`config.mk`:
```
export PLATFORM = sky130hd
export DESIGN_NAME = smoothstep_rgbw_fade_engine_unit_flat
export DESIGN_NICKNAME = d
export VERILOG_FILES = /design/src/rtl/srfe_pkg.sv /design/src/rtl/srfe_if.sv /design/src/rtl/srfe_div.sv /design/src/rtl/srfe_dpath.sv /design/src/rtl/srfe_ctrl.sv /design/src/rtl/smoothstep_rgbw_fade_engine_unit.sv /design/src/flat_wrapper.sv
export SDC_FILE = /design/constraint.sdc
export NUM_CORES = 2
export LEC_CHECK = 0
export ABC_CLOCK_PERIOD_IN_PS = 24800
export CORE_AREA = 2 2 277 279
export DETAILED_ROUTE_END_ITERATION = 8
export DIE_AREA = 0 0 279 281
export DONT_BUFFER_PORTS = 1
export HOLD_SLACK_MARGIN = 0.06
export PLACE_DENSITY = 0.87
export SLEW_MARGIN = 0
export SYNTH_ARGS = -nofsm -noshare
export SYNTH_HDL_FRONTEND = slang
export SYNTH_SLANG_ARGS = --single-unit
```
`constraint.sdc`:
```
create_clock -name clk_i -period 24.8 [get_ports clk_i]
set_input_delay 2.48 -clock clk_i [delete_from_list [all_inputs] [get_ports clk_i]]
set_output_delay 2.48 -clock clk_i [all_outputs]
set_load 0.1 [all_outputs]
```
`src/rtl/srfe_pkg.sv`:
```
// Shared types and constants of the smoothstep RGBW fade engine.
// Used by the interfaces, the controller, the datapath and the top level.
package srfe_pkg;

  localparam int unsigned LEVEL_W    = 10;
  localparam int unsigned STEP_W     = 10;
  localparam int unsigned FP_W       = 16;
  localparam int unsigned CFG_IDX_W  = 3;
  localparam int unsigned CFG_DATA_W = 10;

  // smoothstep fixed point: one and three times one
  localparam logic [FP_W-1:0] FP_ONE   = 16'hFFFF;
  localparam logic [17:0]     FP_THREE = 18'd196605;

  // item functions
  localparam logic [1:0] FUNC_TICK   = 2'd0;
  localparam logic [1:0] FUNC_FADE   = 2'd1;
  localparam logic [1:0] FUNC_APPLY  = 2'd2;
  localparam logic [1:0] FUNC_IGNORE = 2'd3;

  // fade kinds
  localparam logic [1:0] KIND_ONOFF = 2'd0;
  localparam logic [1:0] KIND_LEVEL = 2'd1;
  localparam logic [1:0] KIND_COLOR = 2'd2;
  localparam logic [1:0] KIND_ALIAS = 2'd3;

  // register indexes
  localparam logic [CFG_IDX_W-1:0] REG_FADE_EN   = 3'd0;
  localparam logic [CFG_IDX_W-1:0] REG_LUMA_EN   = 3'd1;
  localparam logic [CFG_IDX_W-1:0] REG_ON_STEPS  = 3'd2;
  localparam logic [CFG_IDX_W-1:0] REG_OFF_STEPS = 3'd3;
  localparam logic [CFG_IDX_W-1:0] REG_LVL_STEPS = 3'd4;
  localparam logic [CFG_IDX_W-1:0] REG_COL_STEPS = 3'd5;

  // datapath operations
  typedef enum logic [4:0] {
    OP_NOP,
    OP_TAKE,
    OP_SET_TGT,
    OP_SET_BOTH,
    OP_T_MUL,
    OP_T_DIV,
    OP_T2_MUL,
    OP_T2_DIV,
    OP_S_MUL,
    OP_S_DIV,
    OP_S_ONE,
    OP_CH_MUL,
    OP_CH_DIV,
    OP_NA_MUL,
    OP_NB_MUL,
    OP_DEN_MUL,
    OP_LU_MUL,
    OP_LU_DIV,
    OP_EMIT_CUR,
    OP_EMIT_TIN
  } op_e;

  typedef struct packed {
    op_e               op;
    logic [STEP_W-1:0] step;
    logic [STEP_W-1:0] total;
    logic [1:0]        ch;
  } cmd_t;

  typedef struct packed {
    logic div_done;
    logic shown_eq_tin;
    logic start_eq_tgt;
    logic mixed;
    logic ctot_zero;
    logic num_zero;
    logic cur_zero;
    logic tin_zero;
  } stat_t;

endpackage

```
`src/rtl/srfe_if.sv`:
```
// Valid/ready channel interfaces of the fade engine: input, frame output, config.
// Depends on srfe_pkg for field widths.
interface srfe_in_if;
  logic                          valid;
  logic                          ready;
  logic [1:0]                    func;
  logic [srfe_pkg::LEVEL_W-1:0]  target_red;
  logic [srfe_pkg::LEVEL_W-1:0]  target_green;
  logic [srfe_pkg::LEVEL_W-1:0]  target_blue;
  logic [srfe_pkg::LEVEL_W-1:0]  target_white;
  logic [1:0]                    fade_kind;
  logic                          restart;
  logic                          light_on;

  modport source (output valid, func, target_red, target_green, target_blue, target_white,
                  fade_kind, restart, light_on, input ready);
  modport sink (input valid, func, target_red, target_green, target_blue, target_white,
                fade_kind, restart, light_on, output ready);
endinterface

interface srfe_out_if;
  logic                          valid;
  logic                          ready;
  logic [srfe_pkg::LEVEL_W-1:0]  red;
  logic [srfe_pkg::LEVEL_W-1:0]  green;
  logic [srfe_pkg::LEVEL_W-1:0]  blue;
  logic [srfe_pkg::LEVEL_W-1:0]  white;
  logic                          fade_running;
  logic                          last_frame;

  modport source (output valid, red, green, blue, white, fade_running, last_frame,
                  input ready);
  modport sink (input valid, red, green, blue, white, fade_running, last_frame,
                output ready);
endinterface

interface srfe_cfg_if;
  logic                            valid;
  logic                            ready;
  logic [srfe_pkg::CFG_IDX_W-1:0]  index;
  logic [srfe_pkg::CFG_DATA_W-1:0] data;

  modport source (output valid, index, data, input ready);
  modport sink (input valid, index, data, output ready);
endinterface

```
`src/rtl/srfe_div.sv`:
```
// Restoring unsigned divider, one quotient bit per cycle.
// Standalone; used by srfe_dpath.
module srfe_div #(
  parameter int unsigned NUM_W = 38,
  parameter int unsigned DEN_W = 22
) (
  input  logic             clk_i,
  input  logic             rst_ni,
  input  logic             start_i,
  input  logic [NUM_W-1:0] num_i,
  input  logic [DEN_W-1:0] den_i,
  output logic             done_o,
  output logic [NUM_W-1:0] quo_o
);

  localparam int unsigned CNT_W = $clog2(NUM_W + 1);

  logic             busy_q, busy_d;
  logic             done_q, done_d;
  logic [CNT_W-1:0] cnt_q, cnt_d;
  logic [DEN_W-1:0] rem_q, den_q;
  logic [NUM_W-1:0] quo_q;
  logic [DEN_W:0]   trial, diff;
  logic             ge;

  // trial subtract of the next partial remainder
  assign trial = {rem_q, quo_q[NUM_W-1]};
  assign ge    = trial >= {1'b0, den_q};
  assign diff  = trial - {1'b0, den_q};

  // control sequence
  always_comb begin
    busy_d = busy_q;
    cnt_d  = cnt_q;
    done_d = 1'b0;
    if (start_i) begin
      busy_d = 1'b1;
      cnt_d  = '0;
    end else if (busy_q) begin
      cnt_d = cnt_q + 1'b1;
      if (cnt_q == CNT_W'(NUM_W - 1)) begin
        busy_d = 1'b0;
        done_d = 1'b1;
      end
    end
  end

  always_ff @(posedge clk_i or negedge rst_ni) begin
    if (!rst_ni) begin
      busy_q <= 1'b0;
      done_q <= 1'b0;
      cnt_q  <= '0;
    end else begin
      busy_q <= busy_d;
      done_q <= done_d;
      cnt_q  <= cnt_d;
    end
  end

  // remainder and quotient shift
  always_ff @(posedge clk_i) begin
    if (start_i) begin
      rem_q <= '0;
      quo_q <= num_i;
      den_q <= den_i;
    end else if (busy_q) begin
      rem_q <= ge ? diff[DEN_W-1:0] : trial[DEN_W-1:0];
      quo_q <= {quo_q[NUM_W-2:0], ge};
    end
  end

  assign done_o = done_q;
  assign quo_o  = quo_q;

endmodule

```
`src/rtl/srfe_dpath.sv`:
```
// Datapath of the fade engine: color stores, shared multiplier and divider, frame register.
// Depends on srfe_pkg and srfe_div; driven by srfe_ctrl commands.
module srfe_dpath #(
  parameter int unsigned LEVEL_MAX = 1023
) (
  input  logic                          clk_i,
  input  logic                          rst_ni,
  input  srfe_pkg::cmd_t                cmd_i,
  output srfe_pkg::stat_t               stat_o,
  input  logic [srfe_pkg::LEVEL_W-1:0]  target_red_i,
  input  logic [srfe_pkg::LEVEL_W-1:0]  target_green_i,
  input  logic [srfe_pkg::LEVEL_W-1:0]  target_blue_i,
  input  logic [srfe_pkg::LEVEL_W-1:0]  target_white_i,
  output logic [srfe_pkg::LEVEL_W-1:0]  red_o,
  output logic [srfe_pkg::LEVEL_W-1:0]  green_o,
  output logic [srfe_pkg::LEVEL_W-1:0]  blue_o,
  output logic [srfe_pkg::LEVEL_W-1:0]  white_o
);
  import srfe_pkg::*;

  localparam int unsigned CW = (LEVEL_MAX > 1023) ? $clog2(LEVEL_MAX + 1) : LEVEL_W;
  localparam int unsigned SW = CW + 2;
  localparam int unsigned NW = CW + 12;
  localparam int unsigned MA = NW;
  localparam int unsigned MB = FP_W;
  localparam int unsigned PW = MA + MB;
  localparam logic [16:0] LMAX = 17'(LEVEL_MAX);

  logic [CW-1:0]      tin_q [4];
  logic [CW-1:0]      shown_q [4];
  logic [CW-1:0]      start_q [4];
  logic [CW-1:0]      tgt_q [4];
  logic [CW-1:0]      cur_q [4];
  logic [LEVEL_W-1:0] frame_q [4];
  logic [LEVEL_W-1:0] tin_raw [4];
  logic [FP_W-1:0]    t_q, t2_q, s_q;
  logic [PW-1:0]      prod_q;
  logic [NW-1:0]      acc_q, num_q, den_q;
  op_e                dest_q;
  logic [1:0]         dch_q;

  logic [MA-1:0]      mul_a;
  logic [MB-1:0]      mul_b;
  logic [PW-1:0]      product;
  logic [STEP_W-1:0]  sm, nm;
  logic [SW-1:0]      sum_start, sum_tgt, ctot;
  logic [CW-1:0]      from_v, to_v, diff_v;
  logic               up_v;
  logic               div_start, div_done;
  logic [NW-1:0]      div_den;
  logic [PW-1:0]      quo;

  logic                 const_div, kdone_q;
  logic [PW-FP_W-1:0]   kq0;
  logic [PW-FP_W:0]     kr;
  logic [PW-2*FP_W:0]   kq1;
  logic [FP_W:0]        kr1;
  logic                 kcorr;
  logic [PW-1:0]        kquo_q, quo_w;

  assign tin_raw[0] = target_red_i;
  assign tin_raw[1] = target_green_i;
  assign tin_raw[2] = target_blue_i;
  assign tin_raw[3] = target_white_i;

  function automatic logic [CW-1:0] clamp_in(logic [LEVEL_W-1:0] v);
    clamp_in = ({7'b0, v} > LMAX) ? CW'(LMAX) : CW'(v);
  endfunction

  function automatic logic is_mixed(logic [CW-1:0] c0, logic [CW-1:0] c1,
                                    logic [CW-1:0] c2, logic [CW-1:0] c3);
    is_mixed = ((c0 != '0) || (c1 != '0) || (c2 != '0)) && (c3 != '0);
  endfunction

  // channel sums and clipped step
  assign sum_start = SW'(start_q[0]) + SW'(start_q[1]) + SW'(start_q[2]) + SW'(start_q[3]);
  assign sum_tgt   = SW'(tgt_q[0]) + SW'(tgt_q[1]) + SW'(tgt_q[2]) + SW'(tgt_q[3]);
  assign ctot      = SW'(cur_q[0]) + SW'(cur_q[1]) + SW'(cur_q[2]) + SW'(cur_q[3]);
  assign sm        = (cmd_i.step > cmd_i.total) ? cmd_i.total : cmd_i.step;
  assign nm        = cmd_i.total - sm;

  // per channel distance for the selected channel
  assign from_v = start_q[cmd_i.ch];
  assign to_v   = tgt_q[cmd_i.ch];
  assign up_v   = to_v >= from_v;
  assign diff_v = up_v ? (to_v - from_v) : (from_v - to_v);

  // shared multiplier operand selection
  always_comb begin
    mul_a = '0;
    mul_b = '0;
    case (cmd_i.op)
      OP_T_MUL: begin
        mul_a = MA'(cmd_i.step);
        mul_b = FP_ONE;
      end
      OP_T2_MUL: begin
        mul_a = MA'(t_q);
        mul_b = t_q;
      end
      OP_S_MUL: begin
        mul_a = MA'(FP_THREE - {1'b0, t_q, 1'b0});
        mul_b = t2_q;
      end
      OP_CH_MUL: begin
        mul_a = MA'(diff_v);
        mul_b = s_q;
      end
      OP_NA_MUL: begin
        mul_a = MA'(sum_start);
        mul_b = MB'(nm);
      end
      OP_NB_MUL: begin
        mul_a = MA'(sum_tgt);
        mul_b = MB'(sm);
      end
      OP_DEN_MUL: begin
        mul_a = MA'(ctot);
        mul_b = MB'(cmd_i.total);
      end
      OP_LU_MUL: begin
        mul_a = num_q;
        mul_b = MB'(cur_q[cmd_i.ch]);
      end
      default: begin
        mul_a = '0;
        mul_b = '0;
      end
    endcase
  end

  assign product = PW'(mul_a) * PW'(mul_b);

  // divider launch and divisor selection
  always_comb begin
    div_start = 1'b0;
    div_den   = NW'(FP_ONE);
    case (cmd_i.op)
      OP_T_DIV: begin
        div_start = 1'b1;
        div_den   = NW'(cmd_i.total);
      end
      OP_LU_DIV: begin
        div_start = 1'b1;
        div_den   = den_q;
      end
      default: begin
        div_start = 1'b0;
      end
    endcase
  end

  srfe_div #(
    .NUM_W (PW),
    .DEN_W (NW)
  ) u_div (
    .clk_i   (clk_i),
    .rst_ni  (rst_ni),
    .start_i (div_start),
    .num_i   (prod_q),
    .den_i   (div_den),
    .done_o  (div_done),
    .quo_o   (quo)
  );

  // divide by 65535: fold the high half into the low half twice, then one compare
  assign const_div = (cmd_i.op == OP_T2_DIV) || (cmd_i.op == OP_S_DIV) ||
                     (cmd_i.op == OP_CH_DIV);
  assign kq0   = prod_q[PW-1:FP_W];
  assign kr    = (PW-FP_W+1)'(prod_q[FP_W-1:0]) + (PW-FP_W+1)'(kq0);
  assign kq1   = kr[PW-FP_W:FP_W];
  assign kr1   = (FP_W+1)'(kr[FP_W-1:0]) + (FP_W+1)'(kq1);
  assign kcorr = kr1 >= {1'b0, FP_ONE};
  assign quo_w = kdone_q ? kquo_q : quo;

  always_ff @(posedge clk_i or negedge rst_ni) begin
    if (!rst_ni) begin
      kdone_q <= 1'b0;
    end else begin
      kdone_q <= const_div;
    end
  end

  // fade state stores: shown, start and target colors
  always_ff @(posedge clk_i or negedge rst_ni) begin
    if (!rst_ni) begin
      for (int i = 0; i < 4; i++) begin
        shown_q[i] <= '0;
        start_q[i] <= '0;
        tgt_q[i]   <= '0;
      end
    end else begin
      case (cmd_i.op)
        OP_SET_TGT: begin
          for (int i = 0; i < 4; i++) tgt_q[i] <= tin_q[i];
        end
        OP_SET_BOTH: begin
          for (int i = 0; i < 4; i++) begin
            tgt_q[i]   <= tin_q[i];
            start_q[i] <= shown_q[i];
          end
        end
        OP_EMIT_CUR: begin
          for (int i = 0; i < 4; i++) shown_q[i] <= cur_q[i];
        end
        OP_EMIT_TIN: begin
          for (int i = 0; i < 4; i++) shown_q[i] <= tin_q[i];
        end
        default: begin
        end
      endcase
    end
  end

  // working registers of the frame computation
  always_ff @(posedge clk_i) begin
    case (cmd_i.op)
      OP_TAKE: begin
        for (int i = 0; i < 4; i++) tin_q[i] <= clamp_in(tin_raw[i]);
      end
      OP_T_MUL, OP_T2_MUL, OP_S_MUL, OP_CH_MUL, OP_LU_MUL: prod_q <= product;
      OP_S_ONE:   s_q <= FP_ONE;
      OP_NA_MUL:  acc_q <= NW'(product);
      OP_NB_MUL:  num_q <= acc_q + NW'(product);
      OP_DEN_MUL: den_q <= NW'(product);
      OP_EMIT_CUR: begin
        for (int i = 0; i < 4; i++) frame_q[i] <= cur_q[i][LEVEL_W-1:0];
      end
      OP_EMIT_TIN: begin
        for (int i = 0; i < 4; i++) frame_q[i] <= tin_q[i][LEVEL_W-1:0];
      end
      default: begin
      end
    endcase
    if (const_div) begin
      kquo_q <= PW'(kq0) + PW'(kq1) + PW'(kcorr);
    end
    if (div_start || const_div) begin
      dest_q <= cmd_i.op;
      dch_q  <= cmd_i.ch;
    end
    // quotient write back
    if (div_done || kdone_q) begin
      case (dest_q)
        OP_T_DIV:  t_q  <= quo_w[FP_W-1:0];
        OP_T2_DIV: t2_q <= quo_w[FP_W-1:0];
        OP_S_DIV:  s_q  <= quo_w[FP_W-1:0];
        OP_CH_DIV: begin
          if (tgt_q[dch_q] >= start_q[dch_q]) cur_q[dch_q] <= start_q[dch_q] + quo_w[CW-1:0];
          else cur_q[dch_q] <= start_q[dch_q] - quo_w[CW-1:0];
        end
        OP_LU_DIV: begin
          cur_q[dch_q] <= (quo_w > PW'(LMAX)) ? CW'(LMAX) : quo_w[CW-1:0];
        end
        default: begin
        end
      endcase
    end
  end

  // status toward the controller
  always_comb begin
    stat_o.div_done     = div_done || kdone_q;
    stat_o.shown_eq_tin = 1'b1;
    stat_o.start_eq_tgt = 1'b1;
    stat_o.cur_zero     = 1'b1;
    stat_o.tin_zero     = 1'b1;
    for (int i = 0; i < 4; i++) begin
      if (shown_q[i] != tin_q[i]) stat_o.shown_eq_tin = 1'b0;
      if (start_q[i] != tgt_q[i]) stat_o.start_eq_tgt = 1'b0;
      if (cur_q[i] != '0) stat_o.cur_zero = 1'b0;
      if (tin_q[i] != '0) stat_o.tin_zero = 1'b0;
    end
    stat_o.mixed     = is_mixed(start_q[0], start_q[1], start_q[2], start_q[3]) ||
                       is_mixed(tgt_q[0], tgt_q[1], tgt_q[2], tgt_q[3]);
    stat_o.ctot_zero = ctot == '0;
    stat_o.num_zero  = num_q == '0;
  end

  assign red_o   = frame_q[0];
  assign green_o = frame_q[1];
  assign blue_o  = frame_q[2];
  assign white_o = frame_q[3];

endmodule

```
`src/rtl/srfe_ctrl.sv`:
```
// Controller of the fade engine: config registers, fade state and the frame sequencer.
// Depends on srfe_pkg; commands srfe_dpath.
module srfe_ctrl #(
  parameter int unsigned OFF_REPEAT = 2
) (
  input  logic                             clk_i,
  input  logic                             rst_ni,
  input  logic                             in_valid_i,
  output logic                             in_ready_o,
  input  logic [1:0]                       func_i,
  input  logic [1:0]                       fade_kind_i,
  input  logic                             restart_i,
  input  logic                             light_on_i,
  input  logic                             out_ready_i,
  output logic                             out_valid_o,
  output logic                             fade_running_o,
  output logic                             last_frame_o,
  input  logic                             cfg_valid_i,
  output logic                             cfg_ready_o,
  input  logic [srfe_pkg::CFG_IDX_W-1:0]   cfg_index_i,
  input  logic [srfe_pkg::CFG_DATA_W-1:0]  cfg_data_i,
  output srfe_pkg::cmd_t                   cmd_o,
  input  srfe_pkg::stat_t                  stat_i
);
  import srfe_pkg::*;

  localparam int unsigned RW = $clog2(OFF_REPEAT + 1);

  typedef enum logic [18:0] {
    ST_IDLE   = 19'h00001,
    ST_DECODE = 19'h00002,
    ST_SETUP  = 19'h00004,
    ST_FRAME  = 19'h00008,
    ST_T_DIV  = 19'h00010,
    ST_T2_MUL = 19'h00020,
    ST_T2_DIV = 19'h00040,
    ST_S_MUL  = 19'h00080,
    ST_S_DIV  = 19'h00100,
    ST_CH_MUL = 19'h00200,
    ST_CH_DIV = 19'h00400,
    ST_LUMA   = 19'h00800,
    ST_NA     = 19'h01000,
    ST_NB     = 19'h02000,
    ST_DEN    = 19'h04000,
    ST_LCHK   = 19'h08000,
    ST_LU_MUL = 19'h10000,
    ST_LU_DIV = 19'h20000,
    ST_WAIT   = 19'h40000
  } state_e;

  // emit has no state of its own: a separate flag overrides the sequencer while a frame goes out
  state_e state_q, state_d, ret_q, ret_d;
  logic   emit_q, emit_d;

  logic              fade_en_q, luma_en_q;
  logic [STEP_W-1:0] on_steps_q, off_steps_q, lvl_steps_q, col_steps_q;
  logic [STEP_W-1:0] step_q, step_d, total_q, total_d, fs_q, fs_d, step_inc;
  logic              fading_q, fading_d;
  logic [1:0]        last_kind_q, last_kind_d;
  logic [1:0]        func_q, kind_q;
  logic              restart_q, on_q;
  logic [1:0]        ch_q, ch_d;
  logic              run_q, run_d, tin_src_q, tin_src_d;
  logic [RW-1:0]     rep_q, rep_d, rep_last;
  logic              out_valid_q, out_valid_d, out_run_q, out_run_d, out_last_q, out_last_d;
  logic              can_load, take;

  function automatic logic [STEP_W-1:0] steps_for(logic [1:0] kind, logic on,
                                                  logic [STEP_W-1:0] on_s,
                                                  logic [STEP_W-1:0] off_s,
                                                  logic [STEP_W-1:0] lvl_s,
                                                  logic [STEP_W-1:0] col_s);
    logic [STEP_W-1:0] v;
    if (kind == KIND_ONOFF) v = on ? on_s : off_s;
    else if (kind == KIND_COLOR) v = col_s;
    else v = lvl_s;
    steps_for = (v == '0) ? STEP_W'(1) : v;
  endfunction

  assign take        = in_valid_i && (state_q == ST_IDLE) && !emit_q;
  assign in_ready_o  = (state_q == ST_IDLE) && !emit_q;
  assign cfg_ready_o = 1'b1;
  assign can_load    = !out_valid_q || out_ready_i;
  assign step_inc    = step_q + 1'b1;
  assign rep_last    = (tin_src_q ? stat_i.tin_zero : stat_i.cur_zero) ?
                       RW'(OFF_REPEAT - 1) : '0;

  // config registers
  always_ff @(posedge clk_i or negedge rst_ni) begin
    if (!rst_ni) begin
      fade_en_q   <= 1'b1;
      luma_en_q   <= 1'b1;
      on_steps_q  <= STEP_W'(50);
      off_steps_q <= STEP_W'(35);
      lvl_steps_q <= STEP_W'(32);
      col_steps_q <= STEP_W'(65);
    end else if (cfg_valid_i) begin
      case (cfg_index_i)
        REG_FADE_EN:   fade_en_q   <= cfg_data_i[0];
        REG_LUMA_EN:   luma_en_q   <= cfg_data_i[0];
        REG_ON_STEPS:  on_steps_q  <= cfg_data_i;
        REG_OFF_STEPS: off_steps_q <= cfg_data_i;
        REG_LVL_STEPS: lvl_steps_q <= cfg_data_i;
        REG_COL_STEPS: col_steps_q <= cfg_data_i;
        default: begin
        end
      endcase
    end
  end

  // item control fields
  always_ff @(posedge clk_i) begin
    if (take) begin
      func_q    <= func_i;
      kind_q    <= (fade_kind_i == KIND_ALIAS) ? KIND_LEVEL : fade_kind_i;
      restart_q <= restart_i;
      on_q      <= light_on_i;
    end
  end

  // sequencer
  always_comb begin
    state_d     = state_q;
    ret_d       = ret_q;
    emit_d      = emit_q;
    step_d      = step_q;
    total_d     = total_q;
    fs_d        = fs_q;
    fading_d    = fading_q;
    last_kind_d = last_kind_q;
    ch_d        = ch_q;
    run_d       = run_q;
    tin_src_d   = tin_src_q;
    rep_d       = rep_q;
    out_valid_d = out_valid_q && !out_ready_i;
    out_run_d   = out_run_q;
    out_last_d  = out_last_q;
    cmd_o.op    = OP_NOP;
    cmd_o.step  = fs_q;
    cmd_o.total = total_q;
    cmd_o.ch    = ch_q;

    if (emit_q) begin
      // frame output, repeated for an all-zero frame
      if (can_load) begin
        cmd_o.op    = tin_src_q ? OP_EMIT_TIN : OP_EMIT_CUR;
        out_valid_d = 1'b1;
        out_run_d   = run_q;
        out_last_d  = rep_q == rep_last;
        if (rep_q == rep_last) begin
          emit_d = 1'b0;
          rep_d  = '0;
        end else begin
          rep_d = rep_q + 1'b1;
        end
      end
    end else begin
      case (state_q)
        ST_IDLE: begin
          if (take) begin
            cmd_o.op = OP_TAKE;
            state_d  = ST_DECODE;
          end
        end
        ST_DECODE: begin
          tin_src_d = 1'b0;
          state_d   = ST_IDLE;
          if (func_q == FUNC_TICK) begin
            if (fading_q) begin
              step_d  = step_inc;
              state_d = ST_FRAME;
              if (step_inc >= total_q) begin
                fading_d = 1'b0;
                fs_d     = total_q;
                run_d    = 1'b0;
              end else begin
                fs_d  = step_inc;
                run_d = 1'b1;
              end
            end
          end else if (func_q == FUNC_IGNORE) begin
            state_d = ST_IDLE;
          end else if (func_q == FUNC_APPLY || !fade_en_q) begin
            fading_d  = 1'b0;
            tin_src_d = 1'b1;
            run_d     = 1'b0;
            emit_d    = 1'b1;
          end else if (kind_q == KIND_COLOR && fading_q && last_kind_q == KIND_COLOR &&
                       !restart_q) begin
            // color retarget keeps the running step
            cmd_o.op = OP_SET_TGT;
            if (stat_i.shown_eq_tin) begin
              fading_d = 1'b0;
            end else if (total_q != '0) begin
              fs_d    = step_q;
              run_d   = 1'b1;
              state_d = ST_FRAME;
            end
          end else begin
            cmd_o.op    = (!fading_q || restart_q || last_kind_q != kind_q) ?
                          OP_SET_BOTH : OP_SET_TGT;
            last_kind_d = kind_q;
            state_d     = ST_SETUP;
          end
        end
        ST_SETUP: begin
          state_d = ST_FRAME;
          if (stat_i.start_eq_tgt) begin
            fading_d = 1'b0;
            fs_d     = total_q;
            run_d    = 1'b0;
          end else begin
            step_d   = '0;
            total_d  = steps_for(kind_q, on_q, on_steps_q, off_steps_q, lvl_steps_q,
                                 col_steps_q);
            fading_d = 1'b1;
            fs_d     = '0;
            run_d    = 1'b1;
          end
        end
        ST_FRAME: begin
          ch_d = '0;
          if (total_q == '0 || fs_q >= total_q) begin
            cmd_o.op = OP_S_ONE;
            state_d  = ST_CH_MUL;
          end else begin
            cmd_o.op = OP_T_MUL;
            state_d  = ST_T_DIV;
          end
        end
        ST_T_DIV: begin
          cmd_o.op = OP_T_DIV;
          ret_d    = ST_T2_MUL;
          state_d  = ST_WAIT;
        end
        ST_T2_MUL: begin
          cmd_o.op = OP_T2_MUL;
          state_d  = ST_T2_DIV;
        end
        ST_T2_DIV: begin
          cmd_o.op = OP_T2_DIV;
          ret_d    = ST_S_MUL;
          state_d  = ST_WAIT;
        end
        ST_S_MUL: begin
          cmd_o.op = OP_S_MUL;
          state_d  = ST_S_DIV;
        end
        ST_S_DIV: begin
          cmd_o.op = OP_S_DIV;
          ret_d    = ST_CH_MUL;
          state_d  = ST_WAIT;
        end
        ST_CH_MUL: begin
          cmd_o.op = OP_CH_MUL;
          state_d  = ST_CH_DIV;
        end
        ST_CH_DIV: begin
          cmd_o.op = OP_CH_DIV;
          ch_d     = ch_q + 1'b1;
          ret_d    = (ch_q == 2'd3) ? ST_LUMA : ST_CH_MUL;
          state_d  = ST_WAIT;
        end
        ST_LUMA: begin
          if (luma_en_q && total_q != '0 && stat_i.mixed) begin
            state_d = ST_NA;
          end else begin
            state_d = ST_IDLE;
            emit_d  = 1'b1;
          end
        end
        ST_NA: begin
          cmd_o.op = OP_NA_MUL;
          state_d  = ST_NB;
        end
        ST_NB: begin
          cmd_o.op = OP_NB_MUL;
          state_d  = ST_DEN;
        end
        ST_DEN: begin
          cmd_o.op = OP_DEN_MUL;
          state_d  = ST_LCHK;
        end
        ST_LCHK: begin
          if (stat_i.ctot_zero || stat_i.num_zero) begin
            state_d = ST_IDLE;
            emit_d  = 1'b1;
          end else begin
            state_d = ST_LU_MUL;
          end
        end
        ST_LU_MUL: begin
          cmd_o.op = OP_LU_MUL;
          state_d  = ST_LU_DIV;
        end
        ST_LU_DIV: begin
          cmd_o.op = OP_LU_DIV;
          ch_d     = ch_q + 1'b1;
          ret_d    = (ch_q == 2'd3) ? ST_IDLE : ST_LU_MUL;
          state_d  = ST_WAIT;
        end
        ST_WAIT: begin
          if (stat_i.div_done) begin
            state_d = ret_q;
            if (ret_q == ST_IDLE) emit_d = 1'b1;
          end
        end
        default: begin
          state_d = ST_IDLE;
        end
      endcase
    end
  end

  always_ff @(posedge clk_i or negedge rst_ni) begin
    if (!rst_ni) begin
      state_q     <= ST_IDLE;
      ret_q       <= ST_IDLE;
      emit_q      <= 1'b0;
      step_q      <= '0;
      total_q     <= '0;
      fs_q        <= '0;
      fading_q    <= 1'b0;
      last_kind_q <= KIND_ONOFF;
      ch_q        <= '0;
      run_q       <= 1'b0;
      tin_src_q   <= 1'b0;
      rep_q       <= '0;
      out_valid_q <= 1'b0;
      out_run_q   <= 1'b0;
      out_last_q  <= 1'b0;
    end else begin
      state_q     <= state_d;
      ret_q       <= ret_d;
      emit_q      <= emit_d;
      step_q      <= step_d;
      total_q     <= total_d;
      fs_q        <= fs_d;
      fading_q    <= fading_d;
      last_kind_q <= last_kind_d;
      ch_q        <= ch_d;
      run_q       <= run_d;
      tin_src_q   <= tin_src_d;
      rep_q       <= rep_d;
      out_valid_q <= out_valid_d;
      out_run_q   <= out_run_d;
      out_last_q  <= out_last_d;
    end
  end

  assign out_valid_o    = out_valid_q;
  assign fade_running_o = out_run_q;
  assign last_frame_o   = out_last_q;

endmodule

```
`src/rtl/smoothstep_rgbw_fade_engine_unit.sv`:
```
// Top level of the smoothstep RGBW fade engine: controller plus datapath.
// Depends on srfe_pkg, srfe_if, srfe_ctrl and srfe_dpath.
//
// Fades four LED channels toward a target along a 16-bit smoothstep curve, one
// frame per tick word while a fade runs; a fade word starts or retargets a
// fade, an apply word shows its color at once. Words are taken one at a time.
// An apply word goes from decode straight to the output and an ignored word
// from decode back to idle. A fade frame runs one division on a shared
// restoring divider (one quotient bit a cycle, 38 bits at LEVEL_MAX 1023) and
// divides by 65535 with a short fold and compare; brightness compensation adds
// four more divider runs. An all-zero frame goes out OFF_REPEAT times;
// a finished frame waits in the output register while the next word is taken.
// Config writes are always ready and must come while idle.
module smoothstep_rgbw_fade_engine_unit #(
  parameter int unsigned LEVEL_MAX  = 1023,
  parameter int unsigned OFF_REPEAT = 2
) (
  input logic        clk_i,
  input logic        rst_ni,
  srfe_in_if.sink    in_i,
  srfe_out_if.source out_o,
  srfe_cfg_if.sink   cfg_i
);
  import srfe_pkg::*;

  cmd_t  cmd;
  stat_t stat;

  srfe_ctrl #(
    .OFF_REPEAT (OFF_REPEAT)
  ) u_ctrl (
    .clk_i          (clk_i),
    .rst_ni         (rst_ni),
    .in_valid_i     (in_i.valid),
    .in_ready_o     (in_i.ready),
    .func_i         (in_i.func),
    .fade_kind_i    (in_i.fade_kind),
    .restart_i      (in_i.restart),
    .light_on_i     (in_i.light_on),
    .out_ready_i    (out_o.ready),
    .out_valid_o    (out_o.valid),
    .fade_running_o (out_o.fade_running),
    .last_frame_o   (out_o.last_frame),
    .cfg_valid_i    (cfg_i.valid),
    .cfg_ready_o    (cfg_i.ready),
    .cfg_index_i    (cfg_i.index),
    .cfg_data_i     (cfg_i.data),
    .cmd_o          (cmd),
    .stat_i         (stat)
  );

  srfe_dpath #(
    .LEVEL_MAX (LEVEL_MAX)
  ) u_dpath (
    .clk_i          (clk_i),
    .rst_ni         (rst_ni),
    .cmd_i          (cmd),
    .stat_o         (stat),
    .target_red_i   (in_i.target_red),
    .target_green_i (in_i.target_green),
    .target_blue_i  (in_i.target_blue),
    .target_white_i (in_i.target_white),
    .red_o          (out_o.red),
    .green_o        (out_o.green),
    .blue_o         (out_o.blue),
    .white_o        (out_o.white)
  );

endmodule

```
`src/flat_wrapper.sv`:
```
// flat-port wrapper written by rule: the top's interface ports become plain ports
module smoothstep_rgbw_fade_engine_unit_flat import srfe_pkg::*;
#(
  parameter int unsigned LEVEL_MAX  = 1023,
  parameter int unsigned OFF_REPEAT = 2
)
  (clk_i, rst_ni, in_i_valid, in_i_func, in_i_target_red, in_i_target_green, in_i_target_blue, in_i_target_white, in_i_fade_kind, in_i_restart, in_i_light_on, in_i_ready, out_o_valid, out_o_red, out_o_green, out_o_blue, out_o_white, out_o_fade_running, out_o_last_frame, out_o_ready, cfg_i_valid, cfg_i_index, cfg_i_data, cfg_i_ready);
  srfe_in_if in_i_i ();
  srfe_out_if out_o_i ();
  srfe_cfg_if cfg_i_i ();
  input logic clk_i;
  input logic rst_ni;
  input wire logic [$bits(in_i_i.valid)-1:0] in_i_valid;
  input wire logic [$bits(in_i_i.func)-1:0] in_i_func;
  input wire logic [$bits(in_i_i.target_red)-1:0] in_i_target_red;
  input wire logic [$bits(in_i_i.target_green)-1:0] in_i_target_green;
  input wire logic [$bits(in_i_i.target_blue)-1:0] in_i_target_blue;
  input wire logic [$bits(in_i_i.target_white)-1:0] in_i_target_white;
  input wire logic [$bits(in_i_i.fade_kind)-1:0] in_i_fade_kind;
  input wire logic [$bits(in_i_i.restart)-1:0] in_i_restart;
  input wire logic [$bits(in_i_i.light_on)-1:0] in_i_light_on;
  output wire logic [$bits(in_i_i.ready)-1:0] in_i_ready;
  output wire logic [$bits(out_o_i.valid)-1:0] out_o_valid;
  output wire logic [$bits(out_o_i.red)-1:0] out_o_red;
  output wire logic [$bits(out_o_i.green)-1:0] out_o_green;
  output wire logic [$bits(out_o_i.blue)-1:0] out_o_blue;
  output wire logic [$bits(out_o_i.white)-1:0] out_o_white;
  output wire logic [$bits(out_o_i.fade_running)-1:0] out_o_fade_running;
  output wire logic [$bits(out_o_i.last_frame)-1:0] out_o_last_frame;
  input wire logic [$bits(out_o_i.ready)-1:0] out_o_ready;
  input wire logic [$bits(cfg_i_i.valid)-1:0] cfg_i_valid;
  input wire logic [$bits(cfg_i_i.index)-1:0] cfg_i_index;
  input wire logic [$bits(cfg_i_i.data)-1:0] cfg_i_data;
  output wire logic [$bits(cfg_i_i.ready)-1:0] cfg_i_ready;
  assign in_i_i.valid = in_i_valid;
  assign in_i_i.func = in_i_func;
  assign in_i_i.target_red = in_i_target_red;
  assign in_i_i.target_green = in_i_target_green;
  assign in_i_i.target_blue = in_i_target_blue;
  assign in_i_i.target_white = in_i_target_white;
  assign in_i_i.fade_kind = in_i_fade_kind;
  assign in_i_i.restart = in_i_restart;
  assign in_i_i.light_on = in_i_light_on;
  assign in_i_ready = in_i_i.ready;
  assign out_o_valid = out_o_i.valid;
  assign out_o_red = out_o_i.red;
  assign out_o_green = out_o_i.green;
  assign out_o_blue = out_o_i.blue;
  assign out_o_white = out_o_i.white;
  assign out_o_fade_running = out_o_i.fade_running;
  assign out_o_last_frame = out_o_i.last_frame;
  assign out_o_i.ready = out_o_ready;
  assign cfg_i_i.valid = cfg_i_valid;
  assign cfg_i_i.index = cfg_i_index;
  assign cfg_i_i.data = cfg_i_data;
  assign cfg_i_ready = cfg_i_i.ready;
  smoothstep_rgbw_fade_engine_unit #(.LEVEL_MAX(LEVEL_MAX), .OFF_REPEAT(OFF_REPEAT)) u_core (.clk_i(clk_i), .rst_ni(rst_ni), .in_i(in_i_i), .out_o(out_o_i), .cfg_i(cfg_i_i));
endmodule
```
# After elaboration in Yosys (flattened, before gate mapping)
# Memory sizes are Yosys's and may differ from the RTL's.
# Cells that the tools add are included.
# word_totals
ff_bits,537
ramBits,120
output_inout_bits,45
word_cells,429
mem_count,3
# op_classes
addsub,25
n_mul,1
n_lt_le_gt_ge,10
eq_ne,81
mux,156
n_bitwise,14
reduce_logical,85
# memory_table
name,words,word_bits,rd,rd_ports_with_merged_regs,wr,line_no,source
u_core.u_dpath.cur_q,4,10,5,0,1,srfe_dpath.sv:33,logic [CW-1:0] cur_q [4];
u_core.u_dpath.frame_q,4,10,4,0,4,srfe_dpath.sv:34,logic [LEVEL_W-1:0] frame_q [4];
u_core.u_dpath.tin_q,4,10,4,0,4,srfe_dpath.sv:29,logic [CW-1:0] tin_q [4];
# ops
cell,count
10-bit 2-to-1 mux,37
19-bit case mux with 15 select lines,1
22-bit case mux with 8 select lines,1
10-bit nonzero test,17
16-bit case mux with 8 select lines,1
19-bit 2-to-1 mux,6
38-bit 2-to-1 mux,3
19-bit case mux with 5 select lines,1
10-bit binary-select mux with 2-bit select,4
10-bit != test,8
40-bit case mux with 2 select lines,1
5-bit case mux with 15 select lines,1
1-bit 2-to-1 mux,73
5-bit by 4-bit == test with 1-bit output (second input constant),10
12-bit by 10-bit adder with 12-bit output,4
16-bit 2-to-1 mux,3
22-bit case mux with 2 select lines,1
10-bit greater-or-equal comparator,4
10-bit case mux with 2 select lines,2
10-bit subtractor,4
19-bit by 1-bit == test with 1-bit output (second input constant),2
38-bit by 10-bit greater-than comparator with 1-bit output (second input constant),1
22-bit by 16-bit multiplier with 38-bit output,1
17-bit 2-to-1 mux,2
82 further kinds,184

# Depth between registers and ports, before layout
# logic_depth
word_depth,14
depth_mapped,51
mapped_depth_nobuf,48

# Cells and area by module
# From an unflattened synthesis, not the netlist that was laid out.
# unflattened
hier_cells,4599
hier_area_um2,49374.9
# modules_own_cells
mod,n_inst,cells_per_inst,area_each_um2,seq_area_each_um2
srfe_dpath,1,3492,37788.7,11936.4
srfe_ctrl,1,689,6770.2,2949.1
srfe_div,1,418,4815.9,2442.3

# Least setup slack after synthesis
# Ideal clock, no wire load.
# synth_path
path_kind,reg2reg
startpoint,register u_core.u_ctrl.ch_q[0]
endpoint,"register u_core.u_dpath.num_q[21], data pin"
setup_time_ns,0.259
arrival_time_ns,10.756
slack_ns,13.785
stages_incl_launch_ff,48
n_path_buf,5
path_cell_list,dfrtp_1 clkbuf_1 clkbuf_1 buf_1 mux4_2 inv_1 ha_1 inv_1 fa_1 a21o_1 a21oi_1 o221ai_1 o221ai_1 clkbuf_1 nor2b_1 a221oi_1 o21bai_1 xnor2_1 (+12 left out) fa_1 ha_1 o21a_1 o2111ai_1 o21bai_1 nand2_1 o21ai_0 nand2b_1 xor2_1 ha_1 a21o_1 a21oi_1 nand2b_1 a21oi_1 o21ai_0 a31oi_1 o21bai_1 xnor2_1
# synth_between
elab_chain_cells,9
elab_cells_between_ends,16
# synth_lines
item,line_no,source
from (decl),srfe_ctrl.sv:62,"logic [1:0] ch_q, ch_d;"
from (signal assigned),srfe_ctrl.sv:341,ch_q <= ch_d;
2-bit NOT with 3-bit output (implied by the code),"srfe_dpath.sv:83, srfe_dpath.sv:84",
"10-bit binary-select mux with 2-bit select, on equally long branches","srfe_dpath.sv:83, srfe_dpath.sv:84",
"10-bit 2-to-1 mux, on equally long branches (2 in series)","srfe_dpath.sv:83, srfe_dpath.sv:84",
10-bit subtractor / 10-bit greater-or-equal comparator (equally long branches),"srfe_dpath.sv:86, srfe_dpath.sv:85",
10-bit 2-to-1 mux,srfe_dpath.sv:86,assign diff_v = up_v ? (to_v - from_v) : (from_v - to_v);
22-bit case mux with 8 select lines,srfe_dpath.sv:92,case (cmd_i.op)
22-bit by 16-bit multiplier with 38-bit output *,srfe_dpath.sv:132,assign product = PW'(mul_a) * PW'(mul_b);
net u_core.u_dpath.product[14],srfe_dpath.sv:44,logic [PW-1:0] product;
22-bit adder *,srfe_dpath.sv:224,OP_NB_MUL: num_q <= acc_q + NW'(product);
to (signal assigned),srfe_dpath.sv:224,
to (decl),srfe_dpath.sv:38,"logic [NW-1:0] acc_q, num_q, den_q;"
# Mark *: on every way through the listed nets, which the timed path passes. The rest lies on a longest branch. The select of a mux whose other input is x is not followed.
# A chain may end at the register's enable or synchronous reset.

# Final worst setup path
# Ends and elaborated chain as after synthesis.

==> reports/metrics.csv <==
stage,metric,value,unit
status,status,"finished, violations left",
status,failing checks,DRC,
timing,final worst setup slack,12.37,ns
timing,"Slew Viols, Final",0,
routing,Avg Vias per Cell,6.70,
global_route,vias in the first global route,38500,
synth,Post-Synth Simple-Gate Area,14.2,%
synth,synth unique cells,109,
cts,Resized cells post-CTS,0,
routing,DRT Wirelength,148000,um
flow_run,max-cap violation count,0,
timing,post-route setup TNS,0,ns
layout,share of layout cells above drive strength 1,9.67,%
setup_path,Slowest cell on crit path,a2111oi_2,
routing,via count,38300,
setup_path,crit path max fanout,33,
floorplanning,row count,101,
synth,fraction of synthesized cell area in xor and xnor cells,4.93,%
synth,Synth Area in Adders,21.7,%
synth,yosys synthesis warning count,0,
place,port bufs,0,
synth,Post-synth EDFFs,352,
setup_path,FF-to-FF setup slack,12.37,ns
routing,Detailed Routing Iterations Pass 1,9,
synth,Synth Flop Type,edfxtp_1,
synth,#FFs+latches synth,629,
setup_path,CP arrival,12.81,ns
setup_path,worst path required time,25.18,ns
synth,Avg Inst Size Synth,10.3,um^2
global_route,initial antenna violation count,4,
synth,Synth area leaders,"edfxtp_1, fa_1, dfrtp_1",
setup_path,crit end category,register,
timing,Clock Skews,0.0360,ns
global_route,GRT Util Overall,38.2,%
cts,Clock Latency Late Sink,0.63,ns
floorplanning,number of I/O pins,109,
synth,largest family of logic cells by synthesized area,adder cells,
min_path,Worst Hold Class,reg2reg,
timing,Slew HR,10.5,%
place,area post-placement,49600,um^2
synth,Compound-Gate Fraction of Synth Area,10.5,%
min_path,Hold Path Depth,2,
setup_path,RR Startpoint,u_core.u_ctrl.ch_q[0]$_DFFE_PN0P_,
place,gp weighted congestion,1.02,
synth,Async SR Flop Fraction,38.0,%
synth,portion of netlist area occupied by mux cells,7.49,%
cts,# Post-CTS Setup Buffers,0,
timing,Fin. Hold Viols,0,
setup_path,crit path kind,reg2reg,
floorplanning,die area,78400,um^2
timing,actual slew at the worst max-slew pin,1.34,ns
timing,RSZ-0062 raised after global routing,no,
cts,root buffer cell,clkbuf_16,
cts,Sink Count,629,
floorplanning,chip width,279,um
power,PwrDens,95.4,nW/um^2
min_path,Hold Startpoint,u_core.u_ctrl.ret_q[0]$_DFFE_PN1P_,
floorplanning,Initial Utilization,64.5,%
setup_path,most frequent cell on the critical path,fa_1,
layout,area of the multi-input gates,28800,um^2
place,Cell Count Post-Placement,5592,
layout,Fill cells,5298,
setup_path,CP top delay family,compound AO/OA/AOI/OAI gates,
power,Leak,0.0229,uW
setup_path,critical path buffer and inverter count,5,
timing,final setup vio count,0,
timing,Fmax,80.5,MHz
layout,Nets,5387,
global_route,first-pass GRT wire length,227000,um
cts,Max clock buf depth,3,
setup_path,R2R cell count,40,
floorplanning,Die Ht,281,um
cts,clock transition at the registers of the reported paths,0.06,ns
timing,crit path time final,12.43,ns
place,dpl ws,12.70,ns
power,worst vdd ir,259,uV
setup_path,FF-to-FF End,u_core.u_dpath.num_q[21]$_DFFE_PP_,
synth,dominant cell type by area after synthesis,edfxtp_1,
layout,storage element area,17300,um^2
routing,Post-route DRC,7,
min_path,Hold Crit Endpoint,u_core.u_ctrl.ret_q[0]$_DFFE_PN1P_,
layout,fin area,52000,um^2
synth,Syn Inst Count,4715,
cts,hold buffer count at CTS,0,
setup_path,type of origin of the critical path,register,
synth,sequential area share after synthesis,35.6,%
place,DP Wirelength,108000,um
synth,Synth top area share,21.7,%
global_route,GRT Residual Overflow,0,
global_route,largest net degree at the start of global routing,240,
setup_path,worst stage delay on the critical path,1.14,ns
routing,ANT nets after route,0,
cts,CTS buffer count,66,
cts,CTS tree,built,
floorplanning,Core Region,75400,um^2
timing,period utilization,50.1,%
synth,mapped cell area,48600,um^2
cts,H-tree Lvls,3,
routing,DRT iter0 DRCs,4598,
layout,Non-Filler Instances,5716,
routing,routed len/inst,25.9,um
layout,Layout area overhead,6.87,%
-- how the worst max path moves through the flow --
stage / slack [ns] / cells past startpoint / end / from
2_1_floorplan: 13.78 / 47 / u_core.u_dpath.num_q[21]$_DFFE_PP_ / u_core.u_ctrl.ch_q[0]$_DFFE_PN0P_
3_3_place_gp: 12.94 / 39 / u_core.u_dpath.num_q[20]$_DFFE_PP_ / u_core.u_ctrl.ch_q[0]$_DFFE_PN0P_
3_5_place_dp: 12.70 / 40 / u_core.u_dpath.num_q[21]$_DFFE_PP_ / u_core.u_ctrl.ch_q[0]$_DFFE_PN0P_
4_1_cts: 12.59 / 40 / u_core.u_dpath.num_q[21]$_DFFE_PP_ / u_core.u_ctrl.ch_q[0]$_DFFE_PN0P_
5_1_grt: 11.76 / 40 / u_core.u_dpath.num_q[21]$_DFFE_PP_ / u_core.u_ctrl.ch_q[0]$_DFFE_PN0P_
6_report: 12.37 / 40 / u_core.u_dpath.num_q[21]$_DFFE_PP_ / u_core.u_ctrl.ch_q[0]$_DFFE_PN0P_
-- power by group --
part | switching (uW) | total, uW | internal, uW | leakage [uW]
clock | 445 | 1100 | 653 | 0.00116
sequential | 406 | 1730 | 1320 | 0.00651
combinational | 1280 | 2140 | 855 | 0.0152
total | 2130 | 4960 | 2830 | 0.0229
-- synthesized netlist by cell type, types with 91 or more instances --
cell type	number
clkbuf_1	91
mux2_2	163
xor2_1	133
edfxtp_1	352
nor2_1	286
fa_1	340
o21ai_0	165
a21oi_1	198
ha_1	301
nand2_1	613
xnor2_1	141
dfrtp_1	226
inv_1	501
-- worst reg2reg max path: cells and delay by family, from the launching register on --
kind / cells / cell delay (ns)
buffers and inverters: 5 / 0.75
multiplexers: 2 / 1.08
AO/OA/AOI/OAI: 15 / 4.45
adder cells (fa/ha/maj): 10 / 4.33
XOR/XNOR: 3 / 0.67
flip-flops: 1 / 0.34
AND/OR/NAND/NOR: 5 / 0.57
-- registers in the layout (all words and copies together) (netlist names), 16 cells and up --
name,flops
u_core.u_ctrl.state_q,19
u_core.u_dpath.acc_q,22
u_core.u_dpath.cur_q,40
u_core.u_dpath.den_q,22
u_core.u_dpath.frame_q,40
u_core.u_dpath.kquo_q,23
u_core.u_dpath.num_q,22
u_core.u_dpath.prod_q,38
u_core.u_dpath.s_q,16
u_core.u_dpath.shown_q,40
u_core.u_dpath.start_q,40
u_core.u_dpath.t2_q,16
u_core.u_dpath.t_q,16
u_core.u_dpath.tgt_q,40
u_core.u_dpath.tin_q,40
u_core.u_dpath.u_div.den_q,22
u_core.u_dpath.u_div.quo_o,38
u_core.u_dpath.u_div.rem_q,22
-- per-layer routing --
| layer | routed length [um] | vias up | track usage [%] |
|---|---|---|---|
| li1 | - | 16300 | - |
| met1 | 52700 | 18600 | 47.5 |
| met2 | 66400 | 2747 | 59.6 |
| met3 | 17600 | 709 | 10.1 |
| met4 | 11100 | 4 | 24.2 |
| met5 | 28 | - | 0 |
-- placed cells by master, fill, tap and decap left out, types with 13 or more instances in the layout --
| cell | n |
|---|---|
| a211oi_1 | 35 |
| edfxtp_1 | 352 |
| mux2_2 | 163 |
| nand3_1 | 58 |
| clkbuf_16 | 69 |
| fa_1 | 340 |
| and2_1 | 80 |
| o211ai_1 | 16 |
| o21bai_1 | 34 |
| nor2_1 | 284 |
| and3_1 | 25 |
| dfstp_2 | 13 |
| ha_1 | 301 |
| a221o_1 | 14 |
| a22o_1 | 15 |
| mux2i_1 | 67 |
| xor2_1 | 133 |
| conb_1 | 25 |
| xnor2_1 | 141 |
| nor3_1 | 79 |
| dfrtp_1 | 225 |
| a21boi_0 | 14 |
| or3_1 | 22 |
| a22oi_1 | 18 |
| nor4_1 | 78 |
| a21oi_1 | 198 |
| nand2_1 | 612 |
| dfxtp_1 | 38 |
| nor2b_1 | 36 |
| inv_1 | 501 |
| mux4_2 | 50 |
| nand2b_1 | 34 |
| nand4_1 | 43 |
| a31oi_1 | 22 |
| o21ai_0 | 165 |
| a21o_1 | 75 |
| buf_4 | 45 |
| o21a_1 | 23 |
-- through the flow --
step / utilization (%) / total power, uW / hold slack (ns)
global placement: 65.7 / 3690 / 0.457
floorplan: - / 3070 / 0.435
global route: 68.9 / 5170 / 0.487
CTS: 68.9 / 4880 / 0.470
finish: 68.9 / 4960 / 0.471
detailed placement: 65.7 / 3750 / 0.461
-- cell families after synthesis --
family                   Yosys count
AND/OR/NAND/NOR                 1449
AO/OA/AOI/OAI                    762
buffers and inverters            677
adder cells (fa/ha/maj)          641
flip-flops                       629
multiplexers                     281
XOR/XNOR                         274
other                              2
-- area by class of cell --
| class | instances | area share [%] |
|---|---|---|
| clock inverter | 37 | 1.07 |
| multi-input combinational | 3432 | 55.4 |
| inverter | 507 | 3.66 |
| tap | 978 | 2.35 |
| antenna | 3 | 0.0144 |
| timing repair buffer | 46 | 0.703 |
| clock buffer | 84 | 3.51 |
| sequential | 629 | 33.3 |
No activity file was read; power rests on OpenSTA's default activity.
